$ cat src/rtl/core/rstc_pkg.sv
`default_nettype none
// ----------------------------------------------------------------------------
// rstc_pkg: shared types and constants
// store geometry, exp table, control and status bundles
// ----------------------------------------------------------------------------
package rstc_pkg;

  localparam int MAX_RATIO      = 32;
  localparam int MAX_HEAD       = 128;
  localparam int EXP_TABLE_BITS = 8;
  localparam int EXP_SIZE       = 1 << EXP_TABLE_BITS;

  localparam int SLOT_W  = $clog2(2 * MAX_RATIO);
  localparam int SUB_W   = $clog2(MAX_RATIO);
  localparam int LANE_W  = $clog2(2 * MAX_HEAD);
  localparam int ADDR_W  = SLOT_W + LANE_W;
  localparam int DEPTH   = 1 << ADDR_W;
  localparam int NUM_W   = 40;
  localparam int DEN_W   = 23;
  localparam int CNT_W   = 6;

  localparam logic [1:0] REG_WINDOW_RATIO = 2'd0;
  localparam logic [1:0] REG_HEAD_WIDTH   = 2'd1;
  localparam logic [1:0] REG_OVERLAP_MODE = 2'd2;

  typedef logic [EXP_SIZE-1:0][16:0] exp_tab_t;

  // shift-subtract quotient, used only while building the table
  function automatic logic [63:0] udiv64(logic [63:0] a, logic [63:0] b);
    logic [63:0] q;
    logic [63:0] r;
    q = '0;
    r = '0;
    for (int i = 63; i >= 0; i--) begin
      r = {r[62:0], a[i]};
      if (r >= b) begin
        r    = r - b;
        q[i] = 1'b1;
      end
    end
    return q;
  endfunction

  function automatic exp_tab_t build_exp_tab();
    exp_tab_t    t;
    longint      sum;
    longint      term;
    logic [63:0] e;
    logic [63:0] p;
    sum  = 64'sh1_0000_0000;
    term = 64'sh1_0000_0000;
    p    = 64'h1_0000_0000;
    for (int n = 1; n <= 40; n++) begin
      term = longint'(udiv64(64'(term >>> (EXP_TABLE_BITS - 4)), 64'(n)));
      if (n[0]) sum = sum - term;
      else sum = sum + term;
    end
    e = 64'(sum);
    for (int k = 0; k < EXP_SIZE; k++) begin
      t[k] = 17'((p + 64'd32768) >> 16);
      p    = (p * e) >> 32;
    end
    return t;
  endfunction

  localparam exp_tab_t EXP_TAB = build_exp_tab();

  typedef struct packed {
    logic [5:0] ratio;
    logic [7:0] head;
    logic       ovl;
  } cfg_t;

  typedef struct packed {
    logic              wr_en;
    logic              wr_zero;
    logic [ADDR_W-1:0] wr_addr;
    logic              rd_en;
    logic [ADDR_W-1:0] rd_addr;
    logic              sum_phase;
    logic              max_init;
    logic              sum_init;
    logic              div_start;
    logic              out_load;
    logic [6:0]        out_lane;
    logic              out_last;
  } cmd_t;

  typedef struct packed {
    logic pipe_busy;
    logic div_busy;
  } sts_t;

endpackage
`default_nettype wire

$ cat src/rtl/core/rstc_ctrl.sv
`default_nettype none
// ----------------------------------------------------------------------------
// rstc_ctrl: sequencer
// store clearing, token bookkeeping, pooling passes and output handoff
// ----------------------------------------------------------------------------
module rstc_ctrl (
  input  logic          clk_i,
  input  logic          rst_ni,
  input  rstc_pkg::cfg_t cfg_i,
  input  logic          in_valid_i,
  input  logic          last_element_i,
  output logic          in_stall_o,
  output logic          out_valid_o,
  input  logic          out_stall_i,
  output rstc_pkg::cmd_t cmd_o,
  input  rstc_pkg::sts_t sts_i
);
  import rstc_pkg::*;

  localparam logic [3:0] ST_CLEAR = 4'd0;
  localparam logic [3:0] ST_IDLE  = 4'd1;
  localparam logic [3:0] ST_MAX   = 4'd2;
  localparam logic [3:0] ST_MAXW  = 4'd3;
  localparam logic [3:0] ST_SUM   = 4'd4;
  localparam logic [3:0] ST_SUMW  = 4'd5;
  localparam logic [3:0] ST_DIVW  = 4'd6;
  localparam logic [3:0] ST_OUT   = 4'd7;

  logic [3:0]        state_q, state_d;
  logic [ADDR_W-1:0] clr_q, clr_d;
  logic [8:0]        elem_q, elem_d;
  logic [SUB_W-1:0]  cursor_q, cursor_d;
  logic              bank_q, bank_d;
  logic              pbank_q, pbank_d;
  logic [6:0]        lane_q, lane_d;
  logic [6:0]        idx_q, idx_d;
  logic              out_valid_q, out_valid_d;

  logic [5:0]        ratio;
  logic [7:0]        head;
  logic [8:0]        tw;
  logic [SUB_W-1:0]  cur;
  logic              closing;
  logic              wr_ok;
  logic              emit;
  logic [8:0]        lane_full;
  logic              accept;
  logic [6:0]        npass;
  logic [SUB_W-1:0]  sub;
  logic              upper;
  logic [LANE_W-1:0] rlane;

  always_comb begin
    if (cfg_i.ratio == 6'd0) ratio = 6'd1;
    else if (cfg_i.ratio > 6'(MAX_RATIO)) ratio = 6'(MAX_RATIO);
    else ratio = cfg_i.ratio;
    if (cfg_i.head == 8'd0) head = 8'd1;
    else if (cfg_i.head > 8'(MAX_HEAD)) head = 8'(MAX_HEAD);
    else head = cfg_i.head;
  end

  assign tw        = cfg_i.ovl ? {head, 1'b0} : {1'b0, head};
  assign cur       = ({1'b0, cursor_q} < ratio) ? cursor_q : SUB_W'(ratio - 6'd1);
  assign closing   = ({1'b0, cur} == (ratio - 6'd1));
  assign wr_ok     = elem_q < tw;
  assign emit      = wr_ok && closing && (!cfg_i.ovl || elem_q >= {1'b0, head});
  assign lane_full = cfg_i.ovl ? elem_q - {1'b0, head} : elem_q;
  assign accept    = (state_q == ST_IDLE) && in_valid_i;
  assign npass     = cfg_i.ovl ? {ratio, 1'b0} : {1'b0, ratio};
  assign sub       = cfg_i.ovl ? idx_q[SUB_W:1] : idx_q[SUB_W-1:0];
  assign upper     = cfg_i.ovl ? idx_q[0] : 1'b1;
  assign rlane     = (cfg_i.ovl && upper) ? {1'b0, lane_q} + head : {1'b0, lane_q};

  always_comb begin
    state_d     = state_q;
    clr_d       = clr_q;
    elem_d      = elem_q;
    cursor_d    = cursor_q;
    bank_d      = bank_q;
    pbank_d     = pbank_q;
    lane_d      = lane_q;
    idx_d       = idx_q;
    out_valid_d = out_valid_q;

    cmd_o           = '0;
    cmd_o.wr_addr   = {bank_q, cur, elem_q[LANE_W-1:0]};
    cmd_o.rd_addr   = {(upper ? pbank_q : ~pbank_q), sub, rlane};
    cmd_o.out_lane  = lane_q;
    cmd_o.out_last  = (lane_q == 7'(head - 8'd1));
    cmd_o.sum_phase = (state_q == ST_SUM) || (state_q == ST_SUMW);

    if (out_valid_q && !out_stall_i) out_valid_d = 1'b0;

    unique case (state_q)
      ST_CLEAR: begin
        cmd_o.wr_en   = 1'b1;
        cmd_o.wr_zero = 1'b1;
        cmd_o.wr_addr = clr_q;
        clr_d         = clr_q + 1'b1;
        if (&clr_q) state_d = ST_IDLE;
      end
      ST_IDLE: begin
        if (accept) begin
          cmd_o.wr_en = wr_ok;
          if (wr_ok) elem_d = elem_q + 9'd1;
          if (emit) begin
            cmd_o.max_init = 1'b1;
            pbank_d        = bank_q;
            lane_d         = lane_full[6:0];
            idx_d          = '0;
            state_d        = ST_MAX;
          end
          if (last_element_i) begin
            elem_d = '0;
            if (closing) begin
              cursor_d = '0;
              if (cfg_i.ovl) bank_d = ~bank_q;
            end else begin
              cursor_d = cur + 1'b1;
            end
          end
        end
      end
      ST_MAX: begin
        cmd_o.rd_en = 1'b1;
        idx_d       = idx_q + 7'd1;
        if (idx_q == npass - 7'd1) state_d = ST_MAXW;
      end
      ST_MAXW: begin
        if (!sts_i.pipe_busy) begin
          cmd_o.sum_init = 1'b1;
          idx_d          = '0;
          state_d        = ST_SUM;
        end
      end
      ST_SUM: begin
        cmd_o.rd_en = 1'b1;
        idx_d       = idx_q + 7'd1;
        if (idx_q == npass - 7'd1) state_d = ST_SUMW;
      end
      ST_SUMW: begin
        if (!sts_i.pipe_busy) begin
          cmd_o.div_start = 1'b1;
          state_d         = ST_DIVW;
        end
      end
      ST_DIVW: begin
        if (!sts_i.div_busy) state_d = ST_OUT;
      end
      ST_OUT: begin
        if (!out_valid_q || !out_stall_i) begin
          cmd_o.out_load = 1'b1;
          out_valid_d    = 1'b1;
          state_d        = ST_IDLE;
        end
      end
      default: state_d = ST_IDLE;
    endcase
  end

  assign in_stall_o  = (state_q != ST_IDLE);
  assign out_valid_o = out_valid_q;

  always_ff @(posedge clk_i or negedge rst_ni) begin
    if (!rst_ni) begin
      state_q     <= ST_CLEAR;
      clr_q       <= '0;
      elem_q      <= '0;
      cursor_q    <= '0;
      bank_q      <= 1'b0;
      pbank_q     <= 1'b0;
      lane_q      <= '0;
      idx_q       <= '0;
      out_valid_q <= 1'b0;
    end else begin
      state_q     <= state_d;
      clr_q       <= clr_d;
      elem_q      <= elem_d;
      cursor_q    <= cursor_d;
      bank_q      <= bank_d;
      pbank_q     <= pbank_d;
      lane_q      <= lane_d;
      idx_q       <= idx_d;
      out_valid_q <= out_valid_d;
    end
  end

endmodule
`default_nettype wire

$ cat config.mk
export PLATFORM = sky130hd
export DESIGN_NAME = rstc_ctrl
export DESIGN_NICKNAME = d
export VERILOG_FILES = /design/src/rtl/core/rstc_pkg.sv /design/src/rtl/core/rstc_ctrl.sv
export SDC_FILE = /design/constraint.sdc
export NUM_CORES = 1
export LEC_CHECK = 0
export BUFFER_PORTS_ARGS = -buffer_cell sky130_fd_sc_hd__clkbuf_2
export CAP_MARGIN = 20
export CORE_UTILIZATION = 53
export CTS_CLUSTER_DIAMETER = 100
export DETAILED_ROUTE_END_ITERATION = 8
export GPL_ROUTABILITY_DRIVEN = 0
export PLACE_DENSITY = 0.78
export SKIP_CTS_REPAIR_TIMING = 1
export SLEW_MARGIN = 0
export SYNTH_ARGS = -nofsm -noshare
export SYNTH_HDL_FRONTEND = slang
export SYNTH_SLANG_ARGS = --single-unit
$ cat constraint.sdc
create_clock -name clk_i -period 4.03 [get_ports clk_i]
set_input_delay 0.6045 -clock clk_i [delete_from_list [all_inputs] [get_ports clk_i]]
set_output_delay 0.6045 -clock clk_i [all_outputs]
set_load 0.01 [all_outputs]
Word-level counts from Yosys, hierarchy flattened
Cells that the tools add are included.

Flip-flop bits (word level): 49. Output and inout bits: 46.

Add/sub/neg operators: 9. Magnitude comparators: 5. Equal/unequal tests: 20. Multiplexer cells: 44. Bitwise gates (word level): 2. Reduce and logical (&&, ||, !) cells: 24.

Operator list (count): 4-bit 2-to-1 mux (9); 7-bit 2-to-1 mux (5); 4-bit case mux with 8 select lines (1); 9-bit 2-to-1 mux (3); 8-bit 2-to-1 mux (3); 7-bit case mux with 3 select lines (1); 4-bit by 3-bit equality test with 1-bit output (second input constant) (4); 2-bit inequality test (second input constant) (8); 1-bit 2-to-1 mux (15); 15-bit 2-to-1 mux (1); 5-bit 2-to-1 mux (3); 14-bit by 1-bit adder with 14-bit output (second input constant) (1); 7-bit equality test (2); 14-bit AND reduction (1); 7-bit by 1-bit subtractor with 7-bit output (second input constant) (2); 6-bit 2-to-1 mux (2); 9-bit by 1-bit adder with 9-bit output (second input constant) (1); 9-bit by 8-bit >= comparator with 1-bit output (1); 9-bit less-than comparator (1); 3-bit AND reduction (3); 9-bit AND reduction (1); 7-bit by 8-bit adder with 8-bit output (1); 4-bit by 2-bit equality test with 1-bit output (second input constant) (2); 8-bit > comparator (second input constant) (1); 23 further kinds (32).

Depth between registers and ports, before layout
Gate-level depths: netlist of the first run.

Word-level depth: 11. Depth in mapped cells: 13. Gate-level depth less buffers: 12.

Least setup slack after synthesis of the first run
OpenSTA, ideal clock, no wires.

Kind: input port to output port. Start point: in cfg_i[0] in the netlist's numbering. End point: out cmd_o[11] in the netlist's numbering. Arrival: 3.280 ns. Data required time: 3.425 ns. Setup slack: 0.145 ns. Stages on the path: 12. Path buffers: 4. Cells stage by stage: buf_2 -> buf_1 -> buf_1 -> mux2_2 -> nand2_1 -> ha_1 -> a211o_1 -> o211ai_1 -> nand3_1 -> o32a_1 -> nor3b_1 -> buf_6.

RTL lines: start: declaration (RTL line rstc_ctrl.sv:9) `input rstc_pkg::cfg_t cfg_i,`; end: declaration (RTL line rstc_ctrl.sv:15) `output rstc_pkg::cmd_t cmd_o,`.

==> results.md, run 1 <==
- The post-route total power is 3.04 mW.
- Along the worst path, the maximum fanout reaches 4.
- In this run the clock root is driven by a clkbuf_8.
- The worst hold slack is around 0.4 ns.
- The analysis attributes to cell leakage a power of 2.46 nW.
- The post-layout minimum cycle time is 3.75 ns.
- The combinational cell fraction of total power is 0.588.
- After synthesis, the cell types taking the most area are dfrtp_1 25%, ha_1 8.9%, nand2_1 5.9%.
- At the worst endpoint, the arrival time is 3.15 ns.
- Clock-pin slew was measured on the worst setup and hold paths at 0.09 ns.
- After routing, the total negative slack on setup checks comes to 0 ns.
- Each instance of the synthesized netlist takes up on average a little over 8 µm².
- The mapped netlist covers around 4800 µm².
- The cell area after placement is a little over 5000 µm².
- TritonCTS built the clock tree.
- For this design the ratio of total power to cell area is 573 nW/µm².
- The utilization after layout is 0.609.
- The global-route usage over all layers is 0.258.
- The peak supply drop is approximately 0.00021 V.
- After detailed routing, the number of vias per cell comes to approximately 6.
- Entering global routing, the biggest net connects 49 pins.
- The cell with the most instances after synthesis is nand2_1.
- The average wire per cell in the routed design is 16.1 µm.
- During placement, the flow inserted port buffers numbering 67.
- Row generation in the floorplan step produced 34 rows.
- The region available for standard cell placement spans between 8000 and 9000 µm².
- The least setup slack across all paths after layout is 0.279 ns.
- The tightest min-delay check is of the primary input to async pin type.
- For this run, the leading register cell type out of synthesis is dfrtp_1.
- The proportion of power drawn by flip-flops and latches is 0.308.
- The register area share after synthesis is 0.253.
- The final-report max-slew violation count is 0.
- The clock power share is 0.104.
- The internal power is around 1.6 mW.
- The initial antenna violation count was 0.
- From left edge to right edge, the die measures 96.7 µm.
- The cell count after synthesis came out at ~580.
- The total routed wirelength is 12.0 mm.
- The critical path in this run is classified as primary input to output pin.
- The critical path crosses 14 cells after its start point.
- The switching power share of the total is 0.474.
- In this run, distinct cell masters in the synthesized netlist total around 70.
- By count the netlist is led by 75 x nand2_1, 48 x dfrtp_1, 37 x a21oi_1.
- Setup repair after global routing left no endpoint under its margin.
- The number of setup violations in the final report is 0.
- The finished cells cover 5310 µm².
- The post-synthesis sequential element count is 48.
- The required time of the critical path is between 3 and 4 ns.
- The max-cap violation count is 0.
- The routed layout has 4523 vias.
- The transition time at the pin with the least slew margin is 0.780 ns.
- For this run, asynchronously set or reset flops after synthesis account for 1.00.
- Clock latency on the worst-skew pair, taken at its later pin, is 0.30 ns.
- OpenSTA, run right after detailed placement, puts the worst setup slack at approximately 0.20 ns.
- The global-route wire length before repair is 20.2 mm.
- Of the cells placed in the final design, the portion with a size suffix greater than 1 is 0.197.
- The kind of cell with the highest combined delay on the critical path is compound AO/OA/AOI/OAI gates.
- The buffering stage count on the worst path with inverters included is 3.
- The slowest stage cell on the critical path is fa_1.
- The die span in y is 96.7 µm.
- Dividing the final minimum period by the clock period gives 0.931.
- The maximum achievable frequency is 267 MHz.
- Counting the fill cells in the layout gives 778.
- The number of buffers inserted during clock tree synthesis is 5.
- After the first detailed-routing iteration, the DRC count stood at 259.
- The biggest area contributor in the post-synthesis netlist is dfrtp_1.
- The longest clock path from root to sink contains 2 buffers.
- The die covers 9360 µm².
- The area taken by flip-flops and latches is about 1200 µm².
- The area share of the largest cell type after synthesis is 0.253.
- The number of global-route vias before repair is 4245.
- Before antenna repair, the detailed router went through 5 iterations.
- The flow ran to the end, and the final reports show no timing, DRC or antenna violations.
- The worst slew margin relative to its limit is 0.479.
- Compared with the post-synthesis result, the final layout area differs by 11.7%.
- Walking the worst path, the cells encountered are clkbuf_2, nor4_2, a21oi_1, nor2_2, ha_1, inv_1, fa_1, nor2b_1, o21ai_0, a21oi_1, o21ai_0, nor3b_1, o31ai_1, clkbuf_2.
- In the final layout, the multi-input gates occupy 3310 µm².
- The number of nets in the synthesized netlist is 639.
- Yosys printed 0 warnings.
- The nature of the critical path startpoint is a primary input.
- The worst reg-to-reg path cell count is 7.
- The repair_antennas step left the layout with diodes totalling 0.
- The post-DP HPWL is 9.28 mm.
- In the final design database the tool counted approximately 700 nets.
- For this run the aggregate overflow at the end of global routing stands at 0.
- The top-level I/O count is 68.
- The number of instances in the placed design is 736.
- The synthesized design contains 0 enable-type register cells.
- After detailed routing, the number of remaining DRC violations is 0.
- The count of nets left with antenna violations once routing finished came out at 0.
- The count of endpoints failing hold in the final timing report is 0.
- The peak per-stage delay on the critical path is 0.40 ns.
- The effective utilization at floorplan is 0.545.
- The clock tree skew after final layout is 0.00662 ns.
- The post-route non-filler standard cell count is ~750.
- The count of H-tree levels built during CTS is 2.
- In this run the power spent charging and discharging nets is 1.44 mW.
- The TritonCTS sink count is 48.
- The endpoint class of the critical path is an output pin.
-- layout by cell type (no fill, tap or decap), types with 4 or more instances in the layout --
cell	n
a21o_1	8
a21oi_1	37
and3_1	8
buf_4	12
clkbuf_2	67
clkbuf_8	6
dfrtp_1	48
ha_1	34
inv_1	33
mux2_2	19
mux2_4	7
mux2i_1	12
nand2_1	75
nand2b_1	16
nand3_1	20
nand4_1	6
nor2_1	26
nor2b_1	7
nor3_1	10
nor3b_1	10
nor4_1	9
o211ai_1	7
o21a_1	4
o21ai_0	34
o31ai_1	8
or3_1	6
xnor2_1	22
xor2_1	17
-- sequential cells by signal, summed over array words and instances (netlist names) --
signal	cells
out_valid_o	1
pbank_q	1
elem_q	9
lane_q	7
state_q	3
idx_q	7
cursor_q	5
clr_q	14
bank_q	1
-- path summary, 6_finish.rpt --
kind | start | end | slack, ns
max reg2reg | state_q[0] | pbank_q | 1.22
min | rst_ni | clr_q[2] | 0.40
max in group asynchronous | rst_ni | lane_q[5] | 3.21
min reg2reg | clr_q[11] | clr_q[11] | 0.50
min in group clk_i | clr_q[11] | clr_q[11] | 0.50
max | cfg_i[2] | cmd_o[19] | 0.28
-- power groups by stage --
stage               Sequential (mW)  Combinational (mW)  Clock [mW]
floorplan                     0.806                1.34           0
global placement              0.928                1.71           0
detailed placement            0.939                1.77           0
CTS                           0.932                1.77       0.324
global route                  0.975                1.98       0.338
finish                        0.938                1.79       0.317
-- routing by layer --
layer	vias to the layer above	wire length, µm	global-route usage
li1	2203	-	-
met1	2166	5270	0.337
met2	135	6040	0.446
met3	19	503	0.0260
met4	0	227	0.0850
met5	-	0	0
-- cells by family after synthesis --
group / count (synthesis) / synth area share
and+or+nand+nor: 216 / 0.234
AOI/OAI and AO/OA: 138 / 0.192
buffers and inverters: 65 / 0.0550
DFF: 48 / 0.253
xor gates and xnor gates: 40 / 0.0766
muxes: 38 / 0.0923
adders and majority gates: 36 / 0.0979
-- worst register-to-register path: stages (launching register included) --
cell      delay, ns
dfrtp_1        0.63
nor3b_1        0.46
and2_1         0.27
nand2b_1       0.08
o32a_1         0.46
nor3b_2        0.25
buf_4          0.24
mux2_4         0.32
-- area by class of cell --
cell class | instances | share of cell area
clock buffers | 6 | 0.0155
clock inverters | 2 | 0.00259
multi-input cells | 468 | 0.623
flip-flops and latches | 48 | 0.226
well taps | 108 | 0.0254
inverters | 35 | 0.0247
repair buffers | 80 | 0.0822
Power figures use the tool's default switching activity.
==> run 2: changes to the inputs <==
Settings changed: ABC_CLOCK_PERIOD_IN_PS set to 4030, BUFFER_PORTS_ARGS -buffer_cell sky130_fd_sc_hd__clkbuf_2 to -buffer_cell sky130_fd_sc_hd__buf_2.
==> run 2 against run 1 <==
  * Flip-flop and latch count unchanged
  * Hold slack worse by 0.23 ns
  * Core utilization down 0.16 points
  * Critical path type unchanged
  * Total power down 0.48%
==> results.md, run 2 (synthesized netlist as in run 1, its figures left out) <==
- The number of global-route vias before repair is 4326.
- In the finished design, the share of the clock period the worst path needs comes to 0.929.
- In the layout the commonest cells are 75 x nand2_1, 67 x buf_2, 48 x dfrtp_1, 37 x a21oi_1.
- The worst slew margin relative to its limit is 0.412.
- The ratio of routed vias to standard cells is a little over 6.
- The critical path goes through buf_2, nor4_2, a21oi_1, nor2_2, ha_1, inv_1, fa_1, nor2b_1, o21ai_0, a21oi_1, o21ai_0, nor3b_1, o31ai_1, buf_2.
- The post-detailed-route count of antenna-violating nets is 0.
- Setup slack on the critical path of the routed design comes to 0.288 ns.
- At the pin with the least slew margin, the transition time is between 0.8 and 0.9 ns.
- After clock tree synthesis, the clock-pin slew on the worst setup and hold paths is 0.10 ns.
- Ranked by flip-flop count, first place goes to clr_q.
- The post-layout net count is 693.
- The count of endpoints failing hold in the final timing report is 0.
- The count of standard-cell rows is 34.
- The area inside the core boundary is 8720 µm².
- The largest registers in the layout are clr_q: 14 flops, elem_q: 9 flops.
- The repair_antennas step left the layout with diodes totalling 0.
- The tree built by TritonCTS fans out to 48 sinks.
- The H-tree generated during clock tree synthesis spans 2 levels.
- Entering global routing, the biggest net connects 49 pins.
- The required time of the critical path is 3.43 ns.
- The flop-to-flop setup slack is 1.20 ns.
- The combinational cell fraction of total power is 0.583.
- After the first detailed-routing iteration, the DRC count stood at ~260.
- The clock tree skew after final layout is 0.00717 ns.
- The data arrival time of the critical path is 3.14 ns.
- Relative to the synthesized area, the layout overhead comes to 11.4%.
- The reg-to-reg endpoint is lane_q[6].
- The fraction of final layout cells sized beyond drive strength 1 is 0.193.
- Once layout is complete, the utilization of the core stands at 0.608.
- The proportion of power drawn by flip-flops and latches is 0.309.
- The die area is 9360 µm².
- The power spent charging and discharging nets is 1.44 mW.
- The highest net fanout along the worst path is 4.
- The internal power is about 1.6 mW.
- Detailed placement finished with a half-perimeter wire length of 9.16 mm.
- The final-layout setup total negative slack is 0 ns.
- The final-report max-slew violation count was 0.
- Of the total power, the share spent switching nets is 0.475.
- The number of buffers inserted during clock tree synthesis is 5.
- Setup repair after global routing left no endpoint under its margin.
- The run finished with clean final reports.
- The nature of the critical path startpoint is a primary input.
- The total overflow left after global routing is 0.
- The first global-routing pass estimated 20.1 mm of wire.
- The CTS root buffer is clkbuf_8.
- The total iterations of the first detailed-routing run is 5.
- The peak supply drop is 0.000226 V.
- The path class of the tightest hold or removal check is primary input to async pin.
- Based on the critical path, the design can be clocked at up to 267 MHz.
- The max-cap violation count is 0.
- Setup violations remaining at the end of the flow were counted as 0.
- The number of flip-flops under the largest register name is 14.
- The leakage power figure is 2.47 nW.
- The initial antenna violation count was 1.
- The worst setup slack before clock tree synthesis is around 0.20 ns.
- In this design, the stage delay of the slowest critical-path cell is roughly 0.4 ns.
- The total routed wirelength is roughly 12 mm.
- The power density over the cells is 572 nW/µm².
- The cell area after placement is 5160 µm².
- Excluding fillers, the count of instances in the completed layout stands at 744.
- The post-layout minimum cycle time is 3.74 ns.
- The average wire per cell in the routed design is ~16 µm.
- The library cell used most frequently in the layout, excluding fill and tap cells, is nand2_1.
- The share of total power dissipated in the clock network is 0.107.
- The startpoint of the worst register-to-register path is state_q[0].
- The global-route usage over all layers is 0.257.
- The insertion delay of the later-clocked pin in the worst-skew pair is around 0.31 ns.
- The post-route DRC violation count is 0.
- STA classifies the critical path endpoint as an output pin.
- Summing over every cut layer, the via total after detailed routing is 4578.
- The worst register-to-register path has a depth of 7.
- The slowest stage cell on the critical path is fa_1.
- The worst-case clock buffer depth is 2.
- The die is 96.7 µm tall.
- The worst hold slack is 0.167 ns.
- After detailed placement, the design holds a cell count of ~730.
- The top-level I/O count is 68.
- The number of port buffers is 67.
- The initial utilization of the core area, before any placement, comes to 0.545.
- The worst setup path is of the primary input to output pin kind.
- The post-route total power is between 3 and 4 mW.
- The area of all placed cells without fillers is 5300 µm².
- TritonCTS built the clock tree.
- The die outline width is 96.7 µm.
run 2: how the worst max path moves through the flow:
stage / start / end / slack (ns) / depth (start not counted)
floorplan: cfg_i[0] / cmd_o[11] / 0.15 / 12
global placement: cfg_i[2] / cmd_o[19] / 0.33 / 14
detailed placement: cfg_i[2] / cmd_o[19] / 0.20 / 14
CTS: cfg_i[2] / cmd_o[19] / 0.20 / 14
global route: cfg_i[2] / cmd_o[19] / 0.07 / 14
finish: cfg_i[2] / cmd_o[19] / 0.29 / 14
run 2: layer usage:
| metal | up-vias | GRT usage | share of wire |
|---|---|---|---|
| li1 | 2196 | - | - |
| met1 | 2208 | 0.328 | 0.43 |
| met2 | 154 | 0.452 | 0.50 |
| met3 | 20 | 0.0318 | 0.050 |
| met4 | 0 | 0.0769 | 0.017 |
| met5 | - | 0 | 0 |
run 2: final cells by class:
type,instances,area (µm²)
Multi-Input combinational cell,468,3310
Clock buffer,6,82.6
Tap cell,108,135
Inverter,35,131
Fill cell,761,3420
Clock inverter,2,13.8
Timing Repair Buffer,77,423
Sequential cell,48,1200
run 2: power groups by stage:
stage	combinational [mW]	clock, mW	sequential [mW]
after floorplan	1.34	0	0.806
after global placement	1.69	0	0.927
after detailed placement	1.75	0	0.938
after CTS	1.76	0.328	0.930
after global routing	1.96	0.340	0.971
final	1.77	0.325	0.937
run 2: critical path: cells and delay by family:
| kind | cells | cell delay [ns] |
|---|---|---|
| adders and majority gates | 2 | 0.59 |
| buffers and inverters | 3 | 0.35 |
| AOI/OAI and AO/OA | 5 | 0.82 |
| and+or+nand+nor | 4 | 0.76 |
==> run 3: changes to the inputs <==
Settings changed: ABC_CLOCK_PERIOD_IN_PS 4030 to 3900, CORE_UTILIZATION 53 to 59, PLACE_DENSITY 0.78 to 0.82.
Clock period 4.03 ns to 3.9 ns, I/O delays scaled along.
==> run 3 against run 2 <==
  * Sequential share of layout area about the same
  * Final cell count down 0.67%
  * Total power up 4.5%
  * Cell area about the same
  * Critical path depth down 1
  * Via count unchanged
  * Sequential power up 2.5%
  * First-iteration DRC count up 30%
  * Count of clock-buffer cells in the layout down 1
  * Global-route usage up 4.1 points
  * Setup slack worse by 0.11 ns
  * Clock skew up 0.0069 ns
  * Largest cell class unchanged
==> results.md, run 3 (synthesized netlist as in run 1, its figures left out) <==
- The flow ran to the end, and the final reports show no timing, DRC or antenna violations.
- clr_q holds more flip-flops than any other register.
- The worst slew margin relative to its limit is 0.436.
- For the final routed database, the setup TNS stands at 0 ns.
- IR analysis of the VDD net gives a maximum drop of 0.000293 V.
- The layout has 649 filler cells.
- The critical path is of the primary input to output pin type.
- The clock passes through at most 2 buffers.
- For the pin with the worst max-slew slack, the measured transition is approximately 0.84 ns.
- The area taken by multi-input logic gates is 3300 µm².
- The first global-routing pass estimated 20.3 mm of wire.
- The detailed router placed 4578 vias in this run.
- The initial antenna violation count is 0.
- The CTS root buffer is clkbuf_8.
- The count of standard-cell rows is 32.
- slightly below 70 I/O pins were placed.
- The total iterations of the first detailed-routing run is 5.
- The count of endpoints failing hold in the final timing report is 0.
- The post-DP HPWL is 9.20 mm.
- The library cells used most frequently in the layout, excluding fill and tap cells, are 75 x nand2_1, 67 x buf_2, 48 x dfrtp_1, 37 x a21oi_1.
- The ratio of routed vias to standard cells is 6.19.
- The TritonCTS clock tree is built.
- Prior to clock tree synthesis, the placed netlist has a worst setup slack of 0.198 ns.
- The initial utilization of the core area, before any placement, comes to 0.612.
- At the worst endpoint, the required time is approximately 3.3 ns.
- Counting every sink on the clock net gives 48.
- The area taken by flip-flops and latches is 1200 µm².
- The leakage power figure is 2.47 nW.
- Once routing completed, OpenROAD measured the worst setup slack at 0.181 ns.
- The portion of the clock cycle consumed by the worst path in the final layout is 0.954.
- The number of global-route vias before repair is 4272.
- The final layout contains routed wiring with a total length of between 10 and 15 mm.
- The worst hold slack is 0.149 ns.
- The power density over the cells is 598 nW/µm².
- The number of antenna diodes in the final layout is 0.
- The post-layout net count is 694.
- Dividing the detail-routed wire length by the instance count gives ~16 µm.
- The area inside the core boundary is 7770 µm².
- The max-cap violation count is 0.
- Setup repair after global routing left no endpoint under its margin.
- The number of setup violations in the final report is 0.
- On the final layout, the worst clock skew is 0.0141 ns.
- The endpoint class of the critical path is an output pin.
- The count of buffers added on input and output ports is 67.
- For this run, the share of the core covered by cells in the final layout is 0.682.
- The global-route usage over all layers is 0.298.
- The largest net degree at the start of global routing is 36.
- For this block, the initial DRC count from the detailed router was 335.
- Compared with the post-synthesis result, the final layout area differs by 11.4%.
- The highest net fanout along the worst path is 13.
- Clock latency on the worst-skew pair, taken at its later pin, is roughly 0.31 ns.
- The nature of the critical path startpoint is a primary input.
- The design draws 3.17 mW.
- The die span in y is 91.8 µm.
- For the worst setup path, the data arrival time is 3.13 ns.
- The number of buffers inserted during clock tree synthesis is 5.
- The register with the most flip-flops in the layout has 14 of them.
- In this run the remaining antenna-violating nets after routing total 0.
- The largest registers in the layout are clr_q: 14 flops, elem_q: 9 flops.
- After global routing the overflow that remains totals 0.
- Clock-pin slew was measured on the worst setup and hold paths at 0.11 ns.
- For this run, design rule violations remaining after detail routing come to 0.
- The count of H-tree levels built during CTS is 2.
- The post-layout minimum cycle time is 3.72 ns.
- The die area is 8420 µm².
- The maximum achievable frequency is 269 MHz.
- The floorplan step set the die width to 91.8 µm.
- In the final layout, the share of cells above drive strength 1 is 0.192.
- The min-delay analysis places its worst path in the category primary input to async pin.
- The final-report max-slew violation count was 0.
- The most common cell after layout, fill and taps aside is nand2_1.
==> run 3: final cells by class <==
class                   count  share of cell area
well taps                 102              0.0241
clock inverters             3             0.00874
repair buffers             78              0.0789
multi-input cells         468               0.624
clock buffers               5              0.0130
inverters                  35              0.0248
flip-flops and latches     48               0.227
==> run 3: worst max-delay path: stages <==
cell and delay (ns):
buf_2 0.11, nor4_1 0.28, a21oi_1 0.16, nor2_1 0.19, buf_4 0.16, a21oi_1 0.06, ha_1 0.19, a211o_1 0.25
o211ai_1 0.09, nand3_1 0.12, o32a_1 0.51, nor3b_2 0.25, buf_2 0.16
==> run 3: worst paths after layout <==
check                      startpoint        end  slack [ns]  cells after the start
max                          cfg_i[2]  cmd_o[11]        0.18                     13
min                            rst_ni   clr_q[2]        0.15                      1
max reg2reg                state_q[0]    pbank_q        1.11                      7
min reg2reg                 clr_q[11]  clr_q[11]        0.50                      1
max in group asynchronous      rst_ni   idx_q[2]        2.94                      2
min in group clk_i          clr_q[11]  clr_q[11]        0.50                      1
==> run 3: power breakdown <==
group | total [mW] | internal [mW] | switching, mW
clock network | 0.391 | 0.194 | 0.197
registers | 0.960 | 0.653 | 0.307
logic | 1.82 | 0.841 | 0.975
total | 3.17 | 1.69 | 1.48
==> run 3: stage by stage <==
stage / std cells / area (µm²)
global placement: 731 / 5180
global route: 739 / 5300
detailed placement: 731 / 5180
finish: 739 / 5300
floorplan: 581 / 4760
CTS: 739 / 5300
==> run 3: metal layers <==
metal	share of wire	track usage	up-vias	wire length, µm
met1	0.44	0.401	2194	5310
li1	-	-	2197	-
met5	0	0	-	0
met3	0.069	0.0456	15	835
met4	0.013	0.0716	0	160
met2	0.48	0.504	172	5850
